File: config.mk
export PLATFORM = sky130hd
export DESIGN_NAME = afmr_fadd
export DESIGN_NICKNAME = d
export VERILOG_FILES = /design/src/rtl/afmr_pkg.sv /design/src/rtl/afmr_fadd.sv
export SDC_FILE = /design/constraint.sdc
export NUM_CORES = 1
export LEC_CHECK = 0
export ABC_AREA = 1
export BUFFER_PORTS_ARGS = -buffer_cell sky130_fd_sc_hd__buf_4
export CORE_MARGIN = 2
export CORE_UTILIZATION = 27
export DETAILED_ROUTE_END_ITERATION = 16
export PLACE_DENSITY_LB_ADDON = 0.12
export SLEW_MARGIN = 0
export SYNTH_ARGS = -nofsm -noshare
export SYNTH_HDL_FRONTEND = slang
export SYNTH_SLANG_ARGS = --single-unit
export TNS_END_PERCENT = 10
File: constraint.sdc
create_clock -name clk -period 5.5 [get_ports clk]
set_clock_uncertainty 0.05 [all_clocks]
set_input_delay 1.1 -clock clk [delete_from_list [all_inputs] [get_ports clk]]
set_output_delay 1.1 -clock clk [all_outputs]
set_load 0.05 [all_outputs]
File: src/rtl/afmr_pkg.sv
// ----------------------------------------------------------------------------
// afmr_pkg
// Shared types and arithmetic helpers for the approximate FP16 row accumulator.
// ----------------------------------------------------------------------------
package afmr_pkg;

  localparam logic [31:0] F32_QNAN = 32'h7FC00000;
  localparam logic [15:0] F16_QNAN = 16'h7E00;

  typedef struct packed {
    logic [26:0] big_mant;
    logic [26:0] sml_mant;
    logic [7:0]  exp;
    logic        sign;
    logic        sub;
    logic        nan;
    logic        inf;
    logic        inf_sign;
  } align_t;

  typedef struct packed {
    logic [27:0] sum;
    logic [7:0]  exp;
    logic        sign;
    logic        sub;
    logic        nan;
    logic        inf;
    logic        inf_sign;
  } sum_t;

  // Approximate FP16 product, returned as FP32.
  function automatic logic [31:0] approx_prod(input logic [15:0] a, input logic [15:0] b);
    logic [4:0]        ea;
    logic [4:0]        eb;
    logic              sgn;
    logic [7:0]        ma;
    logic [7:0]        mb;
    logic [3:0]        lo;
    logic [3:0]        hi;
    logic [11:0]       plo;
    logic [11:0]       phi;
    logic [15:0]       p1;
    logic [15:0]       p2;
    logic [19:0]       cmb;
    logic [7:0]        p;
    logic signed [7:0] e;
    logic [31:0]       r;
    ea  = a[14:10];
    eb  = b[14:10];
    sgn = a[15] ^ b[15];
    ma  = {1'b1, a[9:3]};
    mb  = {1'b1, b[9:3]};
    lo  = mb[3:0];
    hi  = mb[7:4];
    plo = {4'b0, ma} * {8'b0, lo};
    phi = {4'b0, ma} * {8'b0, hi};
    p1  = ({4'b0, plo} & 16'hFFF8) | {13'b0, ma[2:0] | lo[2:0]};
    p2  = ({4'b0, phi} & 16'hFF00) | {8'b0, ma | {4'b0, hi}};
    cmb = {4'b0, p1} | {p2, 4'b0};
    p   = cmb[15:8];
    e   = $signed({3'b0, ea}) + $signed({3'b0, eb}) - 8'sd14;
    if (!p[7]) begin
      p = {p[6:0], 1'b0};
      e = e - 8'sd1;
    end
    if (ea == 5'd0 || eb == 5'd0) begin
      r = 32'b0;
    end else if (e <= 8'sd0) begin
      r = {sgn, 31'b0};
    end else if (e >= 8'sd31) begin
      r = {sgn, 8'hFF, 23'b0};
    end else begin
      r = {sgn, 8'(unsigned'(e)) + 8'd112, p[6:0], 16'b0};
    end
    return r;
  endfunction

  // FP32 to FP16, round to nearest even.
  function automatic logic [15:0] f32_to_f16(input logic [31:0] x);
    logic              s;
    logic [7:0]        e8;
    logic [22:0]       m;
    logic signed [9:0] e;
    logic [14:0]       hn;
    logic [12:0]       remn;
    logic [9:0]        sh;
    logic [23:0]       mm;
    logic [23:0]       hs;
    logic [23:0]       rems;
    logic [23:0]       halfway;
    logic [15:0]       r;
    s  = x[31];
    e8 = x[30:23];
    m  = x[22:0];
    e  = $signed({2'b0, e8}) - 10'sd112;
    hn = {e[4:0], m[22:13]};
    remn = m[12:0];
    sh = 10'(unsigned'(10'sd14 - e));
    mm = {1'b1, m};
    hs = mm >> sh[4:0];
    rems = mm & ((24'd1 << sh[4:0]) - 24'd1);
    halfway = 24'd1 << (sh[4:0] - 5'd1);
    if (e8 == 8'hFF) begin
      r = (m != 23'd0) ? F16_QNAN : {s, 15'h7C00};
    end else if (e8 == 8'd0) begin
      r = {s, 15'b0};
    end else if (e >= 10'sd31) begin
      r = {s, 15'h7C00};
    end else if (e >= 10'sd1) begin
      if (remn > 13'h1000 || (remn == 13'h1000 && hn[0])) hn = hn + 15'd1;
      r = {s, hn};
    end else if (sh > 10'd24) begin
      r = {s, 15'b0};
    end else begin
      if (rems > halfway || (rems == halfway && hs[0])) hs = hs + 24'd1;
      r = {s, hs[14:0]};
    end
    return r;
  endfunction

endpackage

File: src/rtl/afmr_fadd.sv
// ----------------------------------------------------------------------------
// afmr_fadd
// FP32 adder: align stage, add stage, then normalize and round out of the
// add register.
// ----------------------------------------------------------------------------
module afmr_fadd (
  input  logic        clk,
  input  logic        en,
  input  logic [31:0] x,
  input  logic [31:0] y,
  output logic [31:0] result
);
  afmr_pkg::align_t al_next;
  afmr_pkg::align_t al;
  afmr_pkg::sum_t   sm_next;
  afmr_pkg::sum_t   sm;

  logic        xnan, ynan, xinf, yinf, swap;
  logic [31:0] big, sml;
  logic [7:0]  d;
  logic [26:0] ext, shv;
  logic        stk;

  always_comb begin
    xnan = (x[30:23] == 8'hFF) && (x[22:0] != 23'd0);
    ynan = (y[30:23] == 8'hFF) && (y[22:0] != 23'd0);
    xinf = (x[30:23] == 8'hFF) && (x[22:0] == 23'd0);
    yinf = (y[30:23] == 8'hFF) && (y[22:0] == 23'd0);
    swap = y[30:0] > x[30:0];
    big  = swap ? y : x;
    sml  = swap ? x : y;
    d    = big[30:23] - sml[30:23];
    ext  = {sml[30:23] != 8'd0, sml[22:0], 3'b0};
    if (d >= 8'd27) begin
      shv = 27'd0;
      stk = |ext;
    end else begin
      shv = ext >> d;
      stk = |(ext & ~({27{1'b1}} << d));
    end
    al_next.big_mant = {big[30:23] != 8'd0, big[22:0], 3'b0};
    al_next.sml_mant = {shv[26:1], shv[0] | stk};
    al_next.exp      = big[30:23];
    al_next.sign     = big[31];
    al_next.sub      = x[31] ^ y[31];
    al_next.nan      = xnan | ynan | (xinf & yinf & (x[31] ^ y[31]));
    al_next.inf      = xinf | yinf;
    al_next.inf_sign = xinf ? x[31] : y[31];
  end

  always_comb begin
    sm_next.sum      = al.sub ? ({1'b0, al.big_mant} - {1'b0, al.sml_mant})
                              : ({1'b0, al.big_mant} + {1'b0, al.sml_mant});
    sm_next.exp      = al.exp;
    sm_next.sign     = al.sign;
    sm_next.sub      = al.sub;
    sm_next.nan      = al.nan;
    sm_next.inf      = al.inf;
    sm_next.inf_sign = al.inf_sign;
  end

  always_ff @(posedge clk) begin
    if (en) begin
      al <= al_next;
      sm <= sm_next;
    end
  end

  logic [4:0]        lz;
  logic [26:0]       n;
  logic signed [9:0] ex;
  logic              up;
  logic [30:0]       rr;

  always_comb begin
    lz = 5'd0;
    for (int i = 0; i < 27; i++) begin
      if (sm.sum[i]) lz = 5'(26 - i);
    end
    if (sm.sum[27]) begin
      n  = {sm.sum[27:2], sm.sum[1] | sm.sum[0]};
      ex = $signed({2'b0, sm.exp}) + 10'sd1;
    end else begin
      n  = sm.sum[26:0] << lz;
      ex = $signed({2'b0, sm.exp}) - $signed({5'b0, lz});
    end
    up = n[2] & (n[1] | n[0] | n[3]);
    rr = {ex[7:0], n[25:3]} + {30'b0, up};
    if (sm.nan) begin
      result = afmr_pkg::F32_QNAN;
    end else if (sm.inf) begin
      result = {sm.inf_sign, 8'hFF, 23'b0};
    end else if (sm.sum == 28'd0) begin
      result = {sm.sign & ~sm.sub, 31'b0};
    end else if (ex >= 10'sd255) begin
      result = {sm.sign, 8'hFF, 23'b0};
    end else if (ex <= 10'sd0) begin
      result = {sm.sign, 31'b0};
    end else begin
      result = {sm.sign, rr};
    end
  end
endmodule

==> After elaboration in Yosys (flattened, before gate mapping) <==
Cells that the tools add are included.
{ "op_classes": {"add_sub_neg": 6, "mux": 40, "n_bitwise": 15, "shift": 3, "reduce_logical": 13, "eq_ne": 2, "magnitude_cmp": 4} }
{ "ops": {"columns": ["operator", "n"], "rows": [
  ["two-way mux 5 bit", 27],
  ["two-way mux 32 bit", 4],
  ["two-way mux 31 bit", 3],
  ["zero test 23 bit", 2],
  ["nonzero test 23 bit", 2],
  ["adder 31 x 1 -> 31 bit", 1],
  ["> comparator 31 bit", 1],
  ["adder 27 x 27 -> 28 bit", 1],
  ["zero test 28 bit", 1],
  ["two-way mux 28 bit", 1],
  ["subtractor 27 x 27 -> 28 bit", 1],
  ["bitwise AND 27 bit", 1],
  ["NOT 27 bit", 1],
  ["OR reduction 27 bit", 1],
  ["left shift 27 x 5 -> 26 bit", 1],
  ["left shift 27 x 8 -> 27 bit (first input constant)", 1],
  ["right shift 27 x 8 -> 27 bit", 1],
  ["two-way mux 26 bit", 1],
  ["OR reduction 24 bit", 1],
  ["equality test 8 bit (second input constant)", 2],
  ["nonzero test 8 bit", 2],
  [">= comparator 10 x 9 -> 1 bit (second input constant)", 1],
  ["less-or-equal comparator 10 x 1 -> 1 bit (second input constant)", 1],
  ["two-way mux 10 bit", 1],
  ["other kinds (10)", 24]
]} }
{ "word_totals": {"wordCells": 99, "reg_bits": 105, "input_bits": 66, "output_inout_bits": 32} }

==> Longest topological paths before layout <==
{ "logic_depth": {"depth_word": 38, "depth_mapped": 46, "mapped_depth_nobuf": 45} }

==> Least setup slack after synthesis <==
Ideal clock, no wire load.
{ "synth_timing": {"kind": "reg-to-output", "start": "reg sm[16] in the netlist's numbering", "end": "out result[15]", "required_ns": 4.350, "path_stages_with_launch": 46, "slack_ns": -0.927, "t_arrival_ns": 5.277, "path_buffers": 2, "path_cell_list": "edfxtp_1 inv_2 nand2_1 nand2_1 nand2_1 nand2_1 nand2_1 nand2_1 nand2_1 nand2_1 nand2_1 nand2_1 nand2_1 nand2_1 nand2_1 nand2_1 nand2_1 nand2_1 [10 not listed] inv_1 nand3_1 nand2_1 inv_1 nor2_1 inv_1 nand3_1 nand2_1 xor2_1 nor3_1 a31oi_1 nand3_1 nor3_1 nand2_1 inv_1 buf_2 o21ai_0 a21oi_1"} }
{ "synth_via": {"elab_chain_cells": 35, "elab_cells_between_ends": 40, "classes_between": "add/sub: 2; order compare: 2; shift: 1; mux: 31; bitwise: 3; reduce/logical: 1"} }
{ "synth_lines": {"columns": ["element", "line", "source"], "rows": [
  ["start: declaration", "afmr_fadd.sv:16", "afmr_pkg::sum_t sm;"],
  ["start signal: assignment", "afmr_fadd.sv:65", "sm <= sm_next;"],
  ["two-way mux 5 bit (24 in series)", "afmr_fadd.sv:78", "if (sm.sum[i]) lz = 5'(26 - i);"],
  ["left shift 27 x 5 -> 26 bit", "afmr_fadd.sv:84", "n = sm.sum[26:0] << lz;"],
  ["two-way mux 26 bit", "afmr_fadd.sv:80", "if (sm.sum[27]) begin"],
  ["bitwise OR 1 bit (2 in series)", "afmr_fadd.sv:87", "up = n[2] & (n[1] | n[0] | n[3]);"],
  ["bitwise AND 1 bit", "afmr_fadd.sv:87", null],
  ["adder 31 x 1 -> 31 bit", "afmr_fadd.sv:88", "rr = {ex[7:0], n[25:3]} + {30'b0, up};"],
  ["two-way mux 31 bit", "afmr_fadd.sv:97", "end else if (ex <= 10'sd0) begin"],
  ["two-way mux 31 bit", "afmr_fadd.sv:95", "end else if (ex >= 10'sd255) begin"],
  ["two-way mux 32 bit (*)", "afmr_fadd.sv:93", "end else if (sm.sum == 28'd0) begin"],
  ["two-way mux 32 bit (*)", "afmr_fadd.sv:91", "end else if (sm.inf) begin"],
  ["two-way mux 32 bit (*)", "afmr_fadd.sv:89", "if (sm.nan) begin"],
  ["end: declaration", "afmr_fadd.sv:11", "output logic [31:0] result"]
]} }
Mark *: on every way between the ends. The rest lies on a longest branch, timed or not.

==> Final worst setup path <==
{ "layout_timing": {"start": "reg sm[16] in the netlist's numbering", "end": "out result[20]"} }
Same word-level chain as after synthesis.

==> metrics <==
maximum operating frequency=0.172 GHz; commonest cells in the netlist=sky130_fd_sc_hd__nand2_1 (575), sky130_fd_sc_hd__nand3_1 (288), sky130_fd_sc_hd__inv_1 (245); length of routed wiring on met1=22600 um; uppermost routed layer=met4; power density cells=around 320 nW/um^2; utilization after layout=about a third; outcome=complete, but fails checks; total area of multi-input combinational cells=slightly below 9000 um^2; number of filler cells placed in the layout=5237; number of optimization iterations in the first detailed-route pass=5; Setup TNS=-6980 ps; routed wirelength normalized by instance count=roughly 16 um; share of the clock period used by the worst path after layout=106%; die outline area=49700 um^2; final number of setup-violating endpoints=31; hold-fix buffers at CTS=0; Max VDD drop=around 0.14 mV; Antenna Violating Nets Remaining=0; total length of routed met3 wires=2000 um; most repeated cell in the gate-level netlist after synthesis=sky130_fd_sc_hd__nand2_1; CTS root buffer=sky130_fd_sc_hd__clkbuf_16; endpoints failing hold=0; largest net degree at the start of global routing=93; Worst setup SP type=flip-flop; number of levels the H-tree was split into=3; largest delay contributor family on the critical path=simple AND/OR/NAND/NOR gates; Post-Syn Area per Cell=between 6 and 7 um^2; CP max stage delay=roughly 440 ps; CTS tree=yes; Tightest Pin Transition=856 ps; number of enable flip-flop cells after synthesis=~110; Buffers & Inverters on Critical Path=8; mean number of vias per cell=slightly below 5; number of global-route vias before repair=about 14000; Final HPWL DP=38800 um; worst slew margin relative to its limit=42.9%; number of placement rows=80; number of standard cells in the layout, taps in and fillers out=2859; number of DRC markers after the initial detailed-route iteration=between 900 and 1000; sequential cell area=3150 um^2; top flip-flop cell by instance count after synthesis=sky130_fd_sc_hd__edfxtp_1; synth-to-layout area growth=25.4%; unrepaired setup endpoints after global routing=yes; peak fanout along the critical path=11; All-Layer GR Usage=between 10% and 20%; Tmin final=between 5000 and 6000 ps; I/O pin cnt=98; worst-skew pair later-pin latency=roughly 370 ps; number of vias after detailed routing=~14000; GR Overflow Total=0; total CTS buffers=9; worst min-delay path category=flip-flop to flip-flop; syn nets=~2200; share of flip-flops with an asynchronous set or reset after synthesis=0%; sum of routed wire length over all layers=46600 um; cell types with the largest area share after synthesis=sky130_fd_sc_hd__edfxtp_1 (24%), sky130_fd_sc_hd__nand2_1 (17%), sky130_fd_sc_hd__nand3_1 (11%); data required time at the worst endpoint=4350 ps; Distinct cells, synth=67; first-pass GRT wire length=roughly 75000 um; Post-Syn Instances=about 2000; chip height=~220 um; sequential area share after synthesis=approximately a quarter; width of the die=around 220 um; routed length on met2=a little over 20000 um; fraction of layout cells with a size suffix above 1=roughly 19%; slowest CP cell=sky130_fd_sc_hd__edfxtp_1; IO buf count=97; CTS clk-pin slew, worst paths=about 70 ps; dominant cell type by area after synthesis=sky130_fd_sc_hd__edfxtp_1; Synth Warn #=0; cell occurring most often along the worst timing path=sky130_fd_sc_hd__nand2_1; initial antenna violation count=0; post-synthesis instance area=~13000 um^2; initial standard-cell utilization of the core=between 20% and 30%; DRC viols=0; clock net sink count=~110; GP Congestion=between 0.9 and 1; max-cap viol count=0; maximum root-to-sink buffer count=2; register bit total from synthesis=roughly 110; final setup slack of the worst path=-316 ps; static leakage=7.70 nW; core area=approximately 48000 um^2; Final Slew Violations=0; Yosys top cell area share=approximately a quarter; kind of end point of the critical path=output pin; number of nets at the end of the flow=about 2400; critical path class=flip-flop to output pin; CP arrival=~4700 ps; violated checks=negative setup slack; diode insertion count for antenna repair=0; count of placed standard cells including taps=2835
[routing by layer]
| metal | global-route usage (%) | vias up |
|---|---|---|
| met5 | 0 | - |
| met2 | 30.8 | 374 |
| met1 | 26.3 | 6538 |
| li1 | - | 7222 |
| met4 | 5.91 | 0 |
| met3 | 1.90 | 67 |
[flip-flops by register name, summed over array words and instances (netlist names)]
| register | flops |
|---|---|
| al | 64 |
| sm | 41 |
[layout make-up]
| class | instances | share of cell area (%) |
|---|---|---|
| clock inverter | 7 | 0.393 |
| tap | 615 | 4.74 |
| clock buffer | 9 | 1.39 |
| inverter | 262 | 6.09 |
| multi-input combinational | 1597 | 54.7 |
| sequential | 105 | 19.4 |
| timing repair buffer | 264 | 13.3 |
[path summary, 6_finish.rpt]
check	slack [ps]	from	endpoint	cells after the start
setup reg to reg	1490	al[43]$_DFFE_PP_	sm[39]$_DFFE_PP_	26
hold reg to reg	370	al[4]$_DFFE_PP_	sm[4]$_DFFE_PP_	0
hold / removal	370	al[4]$_DFFE_PP_	sm[4]$_DFFE_PP_	0
setup / recovery	-320	sm[16]$_DFFE_PP_	result[20]	44
[metrics by stage]
step / setup WS (ps) / area, um^2 / power [W] / hold WS, ps
after floorplan: -52.3 / 13200 / 0.00334 / 350
after global placement: -201 / 15600 / 0.00446 / 354
after detailed placement: -239 / 15600 / 0.00445 / 355
after CTS: -304 / 16100 / 0.00515 / 373
after global routing: -743 / 16200 / 0.00562 / 381
final: -316 / 16200 / 0.00515 / 373
[placed cells by master, fill, tap and decap left out, types with 5 or more instances in the layout]
master	count
sky130_fd_sc_hd__o21ai_1	32
sky130_fd_sc_hd__ha_1	86
sky130_fd_sc_hd__nor2_1	138
sky130_fd_sc_hd__a21oi_1	100
sky130_fd_sc_hd__nor3_1	21
sky130_fd_sc_hd__inv_1	241
sky130_fd_sc_hd__nand3_1	287
sky130_fd_sc_hd__o22ai_1	5
sky130_fd_sc_hd__o211ai_1	8
sky130_fd_sc_hd__nor2_4	13
sky130_fd_sc_hd__inv_2	18
sky130_fd_sc_hd__o21a_1	7
sky130_fd_sc_hd__clkbuf_16	9
sky130_fd_sc_hd__a21oi_4	10
sky130_fd_sc_hd__nand3_2	11
sky130_fd_sc_hd__nor2_2	19
sky130_fd_sc_hd__edfxtp_1	105
sky130_fd_sc_hd__buf_6	26
sky130_fd_sc_hd__o21ai_0	92
sky130_fd_sc_hd__o31ai_1	6
sky130_fd_sc_hd__a31oi_1	9
sky130_fd_sc_hd__buf_4	231
sky130_fd_sc_hd__nor4_1	14
sky130_fd_sc_hd__nor3_4	5
sky130_fd_sc_hd__nand4_1	34
sky130_fd_sc_hd__nand2_1	569
sky130_fd_sc_hd__or2_2	5
sky130_fd_sc_hd__o21ai_2	8
sky130_fd_sc_hd__nand2_2	26
sky130_fd_sc_hd__xor2_1	27
[power by group]
group	total, W	internal [W]	switching, W
sequential	0.00114	0.00104	0.0000957
clock	0.000629	0.000316	0.000313
combinational	0.00338	0.00120	0.00218
total	0.00515	0.00256	0.00259
[worst reg2reg max path: cells and delay by family, from the launching register on]
kind / cells / cell delay (ps)
DFF: 1 / 440
buffers and inverters: 2 / 140
xor gates and xnor gates: 1 / 100
adders and majority gates: 1 / 370
AOI/OAI and AO/OA: 9 / 1590
and+or+nand+nor: 13 / 1050
[timing repair]
item / in CTS / in global routing
hold endpoints to repair: 0 / 0
resized for setup: 58 / 11
pin swaps: 5 / 2
setup endpoints to repair: 31 / 32
buffers inserted: 4 / 4
[kinds of logic after synthesis]
kind of cell | synth area share [%]
buffers and inverters | 10.3
AND/OR/NAND/NOR | 40.4
AO/OA/AOI/OAI | 13.8
flip-flops | 24.4
multiplexers | 0.0774
adder cells (fa/ha/maj) | 8.82
XOR/XNOR | 2.24
No activity file was read; power rests on OpenSTA's default activity.
